`src/rtl/core/bur_pkg.sv`:
```
// shared types and constants of the bounded uniform random unit
package bur_pkg;

	localparam int unsigned WORD_W  = 64;
	localparam int unsigned BOUND_W = 32;
	localparam int unsigned STEP_W  = $clog2(WORD_W);

	localparam logic [WORD_W-1:0] SEED_RESET = 64'h0000_0000_0000_0001;
	localparam logic [WORD_W-1:0] SEED_MIX   = 64'hdead_beef_cafe_babe;
	localparam logic [STEP_W-1:0] STEP_LAST  = STEP_W'(WORD_W - 1);

	localparam int unsigned SHIFT_A = 23;
	localparam int unsigned SHIFT_B = 17;
	localparam int unsigned SHIFT_C = 26;

	typedef enum logic [2:0] {
		ST_IDLE,
		ST_DRAW,
		ST_DIV,
		ST_CHECK,
		ST_DONE
	} bur_state_t;

endpackage

```
`src/rtl/core/bur_mod_serial.sv`:
```
// bit-serial restoring remainder of a 64-bit word by a 32-bit divisor
module bur_mod_serial import bur_pkg::*; (
	input  logic               clk,
	input  logic               arst_n,
	input  logic               start,
	input  logic [WORD_W-1:0]  dividend,
	input  logic [BOUND_W-1:0] divisor,
	output logic               done,
	output logic [BOUND_W-1:0] rem
);

	logic [WORD_W-1:0]  dvd_q;
	logic [BOUND_W-1:0] rem_q;
	logic [STEP_W-1:0]  cnt_q;
	logic               busy_q;
	logic               done_q;
	logic [BOUND_W:0]   trial;
	logic [BOUND_W:0]   diff;
	logic [BOUND_W-1:0] rem_next;

	always_comb begin
		trial = {rem_q, dvd_q[WORD_W-1]};
		diff  = trial - {1'b0, divisor};
		if (!diff[BOUND_W]) begin
			rem_next = diff[BOUND_W-1:0];
		end else begin
			rem_next = trial[BOUND_W-1:0];
		end
	end

	always_ff @(posedge clk or negedge arst_n) begin
		if (!arst_n) begin
			busy_q <= 1'b0;
			done_q <= 1'b0;
			cnt_q  <= '0;
		end else begin
			done_q <= 1'b0;
			if (start) begin
				busy_q <= 1'b1;
				cnt_q  <= '0;
			end else if (busy_q) begin
				cnt_q <= cnt_q + 1'b1;
				if (cnt_q == STEP_LAST) begin
					busy_q <= 1'b0;
					done_q <= 1'b1;
				end
			end
		end
	end

	// one dividend bit enters the partial remainder per cycle while busy
	always_ff @(posedge clk) begin
		if (start) begin
			dvd_q <= dividend;
			rem_q <= '0;
		end else if (busy_q) begin
			dvd_q <= {dvd_q[WORD_W-2:0], 1'b0};
			rem_q <= rem_next;
		end
	end

	assign done = done_q;
	assign rem  = rem_q;

endmodule

```
`src/rtl/core/bounded_uniform_random_unit.sv`:
```
// top level of the bounded uniform random unit
// Returns a uniform integer below range_max from an xorshift128+ generator with
// rejection of biased draws. An item with a nonzero bound is accepted, drawn,
// reduced in the bit-serial remainder unit (one dividend bit per cycle), checked
// and handed over; each rejected draw goes back through draw, remainder and check.
// A zero bound returns 0 without drawing. Writing seed reloads the generator
// and is taken only while no item is in flight.
module bounded_uniform_random_unit import bur_pkg::*; (
	input  logic               clk,
	input  logic               arst_n,
	input  logic               in_valid,
	output logic               in_ready,
	input  logic [BOUND_W-1:0] range_max,
	output logic               out_valid,
	input  logic               out_ready,
	output logic [BOUND_W-1:0] value,
	input  logic               seed_valid,
	output logic               seed_ready,
	input  logic [WORD_W-1:0]  seed
);

	bur_state_t         state_q;
	bur_state_t         state_next;
	logic [WORD_W-1:0]  gen_a_q;
	logic [WORD_W-1:0]  gen_b_q;
	logic [BOUND_W-1:0] bound_q;
	logic [WORD_W-1:0]  sum_q;
	logic [WORD_W-1:0]  limit_q;
	logic [BOUND_W-1:0] result_q;
	logic               first_q;
	logic               out_valid_q;
	logic [BOUND_W-1:0] value_q;

	logic               in_beat;
	logic               seed_beat;
	logic               draw_en;
	logic               out_free;
	logic               reject;
	logic [WORD_W-1:0]  mix_s;
	logic [WORD_W-1:0]  sum_next;
	logic               div_r_done;
	logic               div_l_done;
	logic [BOUND_W-1:0] rem_r;
	logic [BOUND_W-1:0] rem_l;

	assign in_beat   = in_valid && in_ready;
	assign seed_beat = seed_valid && seed_ready;
	assign out_free  = !out_valid_q || out_ready;
	assign reject    = sum_q >= limit_q;

	// xorshift128+ step
	always_comb begin
		mix_s    = gen_a_q ^ (gen_a_q << SHIFT_A);
		mix_s    = mix_s ^ (mix_s >> SHIFT_B);
		mix_s    = mix_s ^ gen_b_q ^ (gen_b_q >> SHIFT_C);
		sum_next = mix_s + gen_b_q;
	end

	always_comb begin
		state_next = state_q;
		case (state_q)
			ST_IDLE: begin
				if (in_beat) begin
					state_next = (range_max == '0) ? ST_DONE : ST_DRAW;
				end
			end
			ST_DRAW:  state_next = ST_DIV;
			ST_DIV: begin
				if (div_r_done) begin
					state_next = ST_CHECK;
				end
			end
			ST_CHECK: state_next = reject ? ST_DRAW : ST_DONE;
			ST_DONE: begin
				if (out_free) begin
					state_next = ST_IDLE;
				end
			end
			default:  state_next = ST_IDLE;
		endcase
	end

	always_comb begin
		in_ready   = 1'b0;
		seed_ready = 1'b0;
		draw_en    = 1'b0;
		case (state_q)
			ST_IDLE: begin
				in_ready   = 1'b1;
				seed_ready = 1'b1;
			end
			ST_DRAW:  draw_en = 1'b1;
			default:  draw_en = 1'b0;
		endcase
	end

	bur_mod_serial u_mod_draw (
		.clk      (clk),
		.arst_n   (arst_n),
		.start    (draw_en),
		.dividend (sum_next),
		.divisor  (bound_q),
		.done     (div_r_done),
		.rem      (rem_r)
	);

	// remainder of all ones, needed once per item for the rejection limit
	bur_mod_serial u_mod_limit (
		.clk      (clk),
		.arst_n   (arst_n),
		.start    (draw_en && first_q),
		.dividend ({WORD_W{1'b1}}),
		.divisor  (bound_q),
		.done     (div_l_done),
		.rem      (rem_l)
	);

	always_ff @(posedge clk or negedge arst_n) begin
		if (!arst_n) begin
			state_q     <= ST_IDLE;
			gen_a_q     <= SEED_RESET;
			gen_b_q     <= SEED_RESET ^ SEED_MIX;
			first_q     <= 1'b0;
			out_valid_q <= 1'b0;
		end else begin
			state_q <= state_next;
			if (seed_beat) begin
				gen_a_q <= seed;
				gen_b_q <= seed ^ SEED_MIX;
			end else if (draw_en) begin
				gen_a_q <= gen_b_q;
				gen_b_q <= mix_s;
			end
			if (in_beat) begin
				first_q <= 1'b1;
			end else if (div_l_done) begin
				first_q <= 1'b0;
			end
			if (state_q == ST_DONE && out_free) begin
				out_valid_q <= 1'b1;
			end else if (out_ready) begin
				out_valid_q <= 1'b0;
			end
		end
	end

	always_ff @(posedge clk) begin
		if (in_beat) begin
			bound_q  <= range_max;
			result_q <= '0;
		end
		if (draw_en) begin
			sum_q <= sum_next;
		end
		if (div_l_done) begin
			limit_q <= ~{{(WORD_W-BOUND_W){1'b0}}, rem_l};
		end
		if (state_q == ST_CHECK && !reject) begin
			result_q <= rem_r;
		end
		if (state_q == ST_DONE && out_free) begin
			value_q <= result_q;
		end
	end

	assign out_valid = out_valid_q;
	assign value     = value_q;

endmodule

```
`config.mk`:
```
export PLATFORM = sky130hd
export DESIGN_NAME = bounded_uniform_random_unit
export DESIGN_NICKNAME = d
export VERILOG_FILES = /design/src/rtl/core/bur_pkg.sv /design/src/rtl/core/bur_mod_serial.sv /design/src/rtl/core/bounded_uniform_random_unit.sv
export SDC_FILE = /design/constraint.sdc
export NUM_CORES = 1
export LEC_CHECK = 0
export BUFFER_PORTS_ARGS = -buffer_cell sky130_fd_sc_hd__buf_2
export CORE_MARGIN = 1.5
export CORE_UTILIZATION = 42
export DETAILED_ROUTE_END_ITERATION = 6
export PLACE_DENSITY = 0.69
export SLEW_MARGIN = 25
export SYNTH_ARGS = -nofsm -noshare
export SYNTH_HDL_FRONTEND = slang
export SYNTH_SLANG_ARGS = --single-unit
```
`constraint.sdc`:
```
create_clock -name clk -period 3.8 [get_ports clk]
set_input_delay 0.57 -clock clk [delete_from_list [all_inputs] [get_ports clk]]
set_output_delay 0.57 -clock clk [all_outputs]
set_load 0.01 [all_outputs]
```
Word level (Yosys, flattened, before mapping)
Cells that the tools add are included.

Bits of input ports: 101. Logic and storage cells: 96. Register bits: 565. Output and inout port bits: 35.

Bitwise operators: 6. Muxes and demuxes: 38. $lt $le $gt $ge: 1. Reduce and logical (&&, ||, !) cells: 17. Eq/ne operators: 9. Add/subtract/negate cells: 5.

Operator list (count): 64-bit 2-to-1 mux (6); 32-bit 2-to-1 mux (4); 64-bit XOR (2); 33-bit by 32-bit subtractor with 33-bit output (2); 64-bit adder (1); 64-bit greater-or-equal comparator (1); 32-bit inverter with 64-bit output (1); 64-bit by 38-bit XOR with 64-bit output (1); 64-bit by 47-bit XOR with 64-bit output (1); 46-bit inverter (1); 32-bit zero test (1); 6-bit 2-to-1 mux (4); 1-bit 2-to-1 mux (18); 3-bit 2-to-1 mux (5); 3-bit one-hot mux with 5 select lines (1); 6-bit by 1-bit adder with 6-bit output, second input constant (2); 6-bit equality test, second input constant (2); 2-bit nonzero test (6); 3-bit by 2-bit equality test with 1-bit output, second input constant (2); 1-bit logical AND (5); 2-bit inequality test, second input constant (2); 3-bit by 1-bit equality test with 1-bit output, second input constant (1); 3-bit equality test, second input constant (1); 3-bit zero test (1); 4 further kinds (5).

Longest topological paths before layout
Depth in word-level cells: 6. Depth in mapped cells: 15. Depth with buffers taken out: 15.

Hierarchy
A second synthesis with hierarchy kept.

Cell total of the unflattened synthesis: 2914. Area total of the unflattened synthesis: 30769.5 µm².

Modules (own cells, without submodules): bounded_uniform_random_unit (instances 1, sequential area each 9153.8 µm², area each 18144.9 µm², cells an instance 1662); bur_mod_serial (instances 2, sequential area each 2762.6 µm², area each 6312.3 µm², cells an instance 626).

Worst setup path after synthesis
No wires, ideal clock.

Path kind: reg2reg. Start point: register state_q[1]. End point: register sum_q[0], enable pin. Period minus slack after synthesis: 3.943 ns. Stages on the path, launching flop included: 8. Data required time: 3.347 ns. Arrival: 3.489 ns. Library setup time: 0.453 ns. Path buffers: 4. Slack: -0.143 ns. Cells stage by stage: dfrtp_1 > clkbuf_1 > inv_1 > nand3_1 > inv_1 > clkbuf_1 > clkbuf_1 > clkbuf_1.

Cells in the longest elaborated chain, start to end: 2.

RTL lines: from (decl) (RTL line bounded_uniform_random_unit.sv:22) `bur_state_t state_q;`; from (signal assigned) (RTL line bounded_uniform_random_unit.sv:126) `state_q <= state_next;`; 3-bit by 1-bit equality test with 1-bit output (RTL line bounded_uniform_random_unit.sv:87) `case (state_q)`; 1-bit 2-to-1 mux (RTL line bounded_uniform_random_unit.sv:87); to (signal assigned) (RTL line bounded_uniform_random_unit.sv:153) `sum_q <= sum_next;`; to (decl) (RTL line bounded_uniform_random_unit.sv:27) `logic [WORD_W-1:0] sum_q;`.

Every way passes these cells. A chain may end at the register's enable or synchronous reset.

Worst setup path in the final report
Start point: register gen_b_q[35]. End point: register u_mod_draw.dvd_q[52] (data pin).

Cells in the longest elaborated chain, start to end: 4.

RTL lines: from (decl) (RTL line bounded_uniform_random_unit.sv:25) `logic [WORD_W-1:0] gen_b_q;`; from (signal assigned) (RTL line bounded_uniform_random_unit.sv:122) `gen_b_q <= SEED_RESET ^ SEED_MIX;`; from (signal assigned) (RTL line bounded_uniform_random_unit.sv:129) `gen_b_q <= seed ^ SEED_MIX;`; from (signal assigned) (RTL line bounded_uniform_random_unit.sv:132) `gen_b_q <= mix_s;`; 64-bit XOR (RTL line bounded_uniform_random_unit.sv:55) `mix_s = mix_s ^ gen_b_q ^ (gen_b_q >> SHIFT_C);`; 64-bit by 38-bit XOR with 64-bit output (RTL line bounded_uniform_random_unit.sv:55); 64-bit adder * (RTL line bounded_uniform_random_unit.sv:56) `sum_next = mix_s + gen_b_q;`; named net sum_next[52] (RTL line bounded_uniform_random_unit.sv:40) `logic [WORD_W-1:0] sum_next;`; 64-bit 2-to-1 mux * (RTL line bur_mod_serial.sv:53) `if (start) begin`; to (signal assigned) (RTL line bur_mod_serial.sv:54) `dvd_q <= dividend;`; to (signal assigned) (RTL line bur_mod_serial.sv:57) `dvd_q <= {dvd_q[WORD_W-2:0], 1'b0};`; to (decl) (RTL line bur_mod_serial.sv:12) `logic [WORD_W-1:0] dvd_q;`.

Mark *: on every way through the listed nets, which the timed path passes. The rest lies on a longest branch.

==> summary.txt <==
Die
  – Core ar.: 0.0705 sq mm
  – Die Y: 271 microns
  – Boundary Pins: 136
  – Starting density of the core: 0.427
  – Die area: 0.0733 sq mm
  – Cell Rows: 97
  – Die W: 271 microns

Clock tree
  – Number of H-tree levels: 2
  – CTS tree: yes
  – Clock buffer count from CTS: 58
  – Clock Path Buffers: 3
  – CTS sink cnt: 533
  – Clk pin slew, worst setup/hold paths: 0.06 ns
  – CTS root buf: clkbuf_16
  – Clk_lat worst skew: 0.66 ns

Finish
  – Commonest cells after routing, fill and taps aside: 453 x nand2_1, 349 x buf_4, 256 x edfxtp_1
  – Share of cells above drive strength 1: 0.240
  – # diodes: 0
  – Fillers: 6098
  – Commonest non-fill, non-tap cell in the layout: nand2_1
  – Finished Layout Cells: 4453
  – Syn-to-layout area delta: 25.1%
  – Final Core Density: 0.534
  – Fin nets: 3735

STA
  – Hold Worst Slack: 0.110 ns
  – Final Cycle Share: 1.01
  – Fmax: 0.260 GHz
  – Setup Viol. Count Final: 6
  – Relative slew slack: 0.411
  – Max Slew Vio Count: 0
  – RSZ-0062 raised after global routing: true
  – Min Tclk post-route: 3.84 ns
  – Setup WS post-layout: -0.0416 ns
  – Setup TNS Final: -0.108 ns
  – Worst-margin pin slew: 0.884 ns
  – Final Hold Viols: 0
  – Max Clock Skew: 0.0468 ns

Critical path
  – Nature of the critical path endpoint: flip-flop
  – Slowest CP cell: dfstp_2
  – Buffers plus inverters on the worst setup path: 0
  – Register-to-register setup slack: -0.04 ns
  – Critical Path Most Common Cell: xnor2_1
  – Reg-to-Reg End: u_mod_draw.dvd_q[52]
  – CP Launch Type: flip-flop
  – Max incr delay on CP: 0.59 ns
  – Worst path cell trace: xnor2_2 -> xnor2_1 -> xnor2_1 -> ha_1 -> a211oi_2 -> nor2_2 -> o41ai_4 -> o32ai_4 -> o21ai_4 -> nor2_4 -> or2_1 -> a41oi_2 -> xor2_1 -> mux2_2
  – Delay-heaviest family, CP: compound AO/OA/AOI/OAI gates
  – CP required: 4.17 ns
  – Arr. time, crit path: 4.21 ns
  – Critical path peak fanout: 4
  – Crit path kind: reg -> reg
  – RR Startpoint: gen_b_q[35]
  – R2R depth: 14

Synth
  – Sequential area share after synthesis: 0.466
  – Syn Nets: 3316
  – Distinct cells, synth: 80
  – YS warnings: 0
  – Post-synth top flop: edfxtp_1
  – EDFF count, synth: 256
  – Post-synthesis cell count: 3044
  – Async SR Flop Fraction: 0.280
  – Mean Syn Cell Area: 9.89 sq um
  – Synth Register Bits: 533
  – Cell Area, Synth: 0.0301 sq mm

Routing
  – Starting DRT DRC Count: 2017
  – Final WL: 86800 microns
  – Via Count: 24400
  – Drt via density: 5.48
  – Residual DRC count: 0
  – Routed Antenna Nets: 0
  – DR WL/cell: 19.5 microns
  – Initial DRT Pass Iterations: 6

Hold path
  – Hold EP: bound_q[31]
  – Worst hold start: range_max[31]
  – Worst Hold Class: in -> reg
  – WHS Path Cells: 1

Placement
  – Hpwl dp: 63800 microns
  – Final RePlAce weighted congestion: 0.981
  – Port Buffer Count: 135
  – Number of instances in the placed design: 4315

Outcome
  – Violated checks: setup timing
  – Outcome: complete, but fails checks

Global route
  – Vias in the first global route: 22900
  – GRT Util Overall: 0.227
  – Antenna violations before repair: 0
  – First-pass GRT wire length: 132000 microns
  – Final global-route overflow total: 0
  – Largest net degree at the start of global routing: 135

Job
  – Max-Cap Viols: 0
## cell type report
| type | instances | area (sq um) | area share |
|---|---|---|---|
| Inverter | 146 | 556 | 0.0147 |
| Sequential cell | 533 | 14100 | 0.373 |
| Multi-Input combinational cell | 2226 | 16200 | 0.431 |
| Clock buffer | 80 | 1590 | 0.0423 |
| Clock inverter | 30 | 512 | 0.0136 |
| Timing Repair Buffer | 498 | 3550 | 0.0943 |
| Tap cell | 940 | 1180 | 0.0312 |
## metal layers
metal / share of wire / vias to the layer above / global-route usage / wire, microns
met5: 0 / - / 0 / 0
met4: 0.036 / 0 / 0.0791 / 3140
met3: 0.062 / 175 / 0.0337 / 5380
met2: 0.45 / 793 / 0.356 / 39400
met1: 0.45 / 11800 / 0.320 / 38800
li1: - / 11700 / - / -
## kinds of logic (layout without fill, tap and decap cells)
family / Yosys count / count (layout) / synth area share
mux: 182 / 182 / 0.0612
buf+inv: 285 / 754 / 0.0366
simple gates: 913 / 913 / 0.133
xor+xnor: 317 / 317 / 0.0928
fa+ha+maj: 171 / 171 / 0.0718
compound gates: 643 / 643 / 0.138
flops: 533 / 533 / 0.466
## metrics by stage
stage | setup WS, ns | instance area (sq um)
detailed placement | -0.253 | 34100
CTS | -0.0203 | 36500
global placement | -0.291 | 34100
finish | -0.0416 | 37700
global route | -0.231 | 37700
floorplan | 0.0812 | 30100
## flip-flops by register name, summed over array words and instances, names as in the netlist
register	flops
gen_a_q	64
gen_b_q	64
sum_q	64
u_mod_draw.dvd_q	64
u_mod_limit.dvd_q	64
bound_q	32
limit_q	32
result_q	32
u_mod_draw.rem	32
u_mod_limit.rem	32
value	32
u_mod_draw.cnt_q	6
u_mod_limit.cnt_q	6
state_q	3
first_q	1
out_valid	1
u_mod_draw.busy_q	1
u_mod_draw.done	1
u_mod_limit.busy_q	1
u_mod_limit.done	1
## worst max path at each step
stage / start / to / slack [ns] / cells past startpoint
2_1_floorplan: gen_a_q[33] / u_mod_draw.dvd_q[61] / 0.08 / 15
3_3_place_gp: gen_a_q[10] / u_mod_draw.dvd_q[61] / -0.29 / 17
3_5_place_dp: gen_a_q[10] / u_mod_draw.dvd_q[61] / -0.25 / 17
4_1_cts: gen_a_q[10] / u_mod_draw.dvd_q[62] / -0.02 / 15
5_1_grt: gen_b_q[35] / u_mod_draw.dvd_q[52] / -0.23 / 14
6_report: gen_b_q[35] / u_mod_draw.dvd_q[52] / -0.04 / 14
## synth_stat cells, types with 30 or more instances
| library cell | n | share of area |
|---|---|---|
| nand4_1 | 48 | 0.010 |
| nor3_1 | 30 | 0.0050 |
| xor2_1 | 85 | 0.025 |
| mux2i_1 | 166 | 0.055 |
| dfxtp_1 | 128 | 0.085 |
| inv_1 | 145 | 0.018 |
| ha_1 | 168 | 0.070 |
| o21ai_0 | 123 | 0.020 |
| edfxtp_1 | 256 | 0.26 |
| clkbuf_1 | 110 | 0.014 |
| a31oi_1 | 67 | 0.014 |
| xnor2_1 | 231 | 0.067 |
| nand3_1 | 46 | 0.0076 |
| dfrtp_1 | 101 | 0.084 |
| o21bai_1 | 37 | 0.0092 |
| and2_1 | 41 | 0.0085 |
| a21o_1 | 49 | 0.012 |
| nor2_1 | 194 | 0.024 |
| dfstp_2 | 48 | 0.042 |
| nand2_1 | 459 | 0.057 |
| a21oi_1 | 157 | 0.026 |
## repair_timing
action / 4_1_cts / 5_1_grt
endpoints found under the setup margin: 25 / 74
buffers inserted: 3 / 25
hold endpoints to repair: 34 / 0
pin swaps: 12 / 82
gates cloned: 0 / 1
hold buffers: 1 / 0
resized for setup: 42 / 150
Power is left out: the tool's default activity adds up to more than one toggle a clock period on the data nets, which glitch-free logic cannot reach.
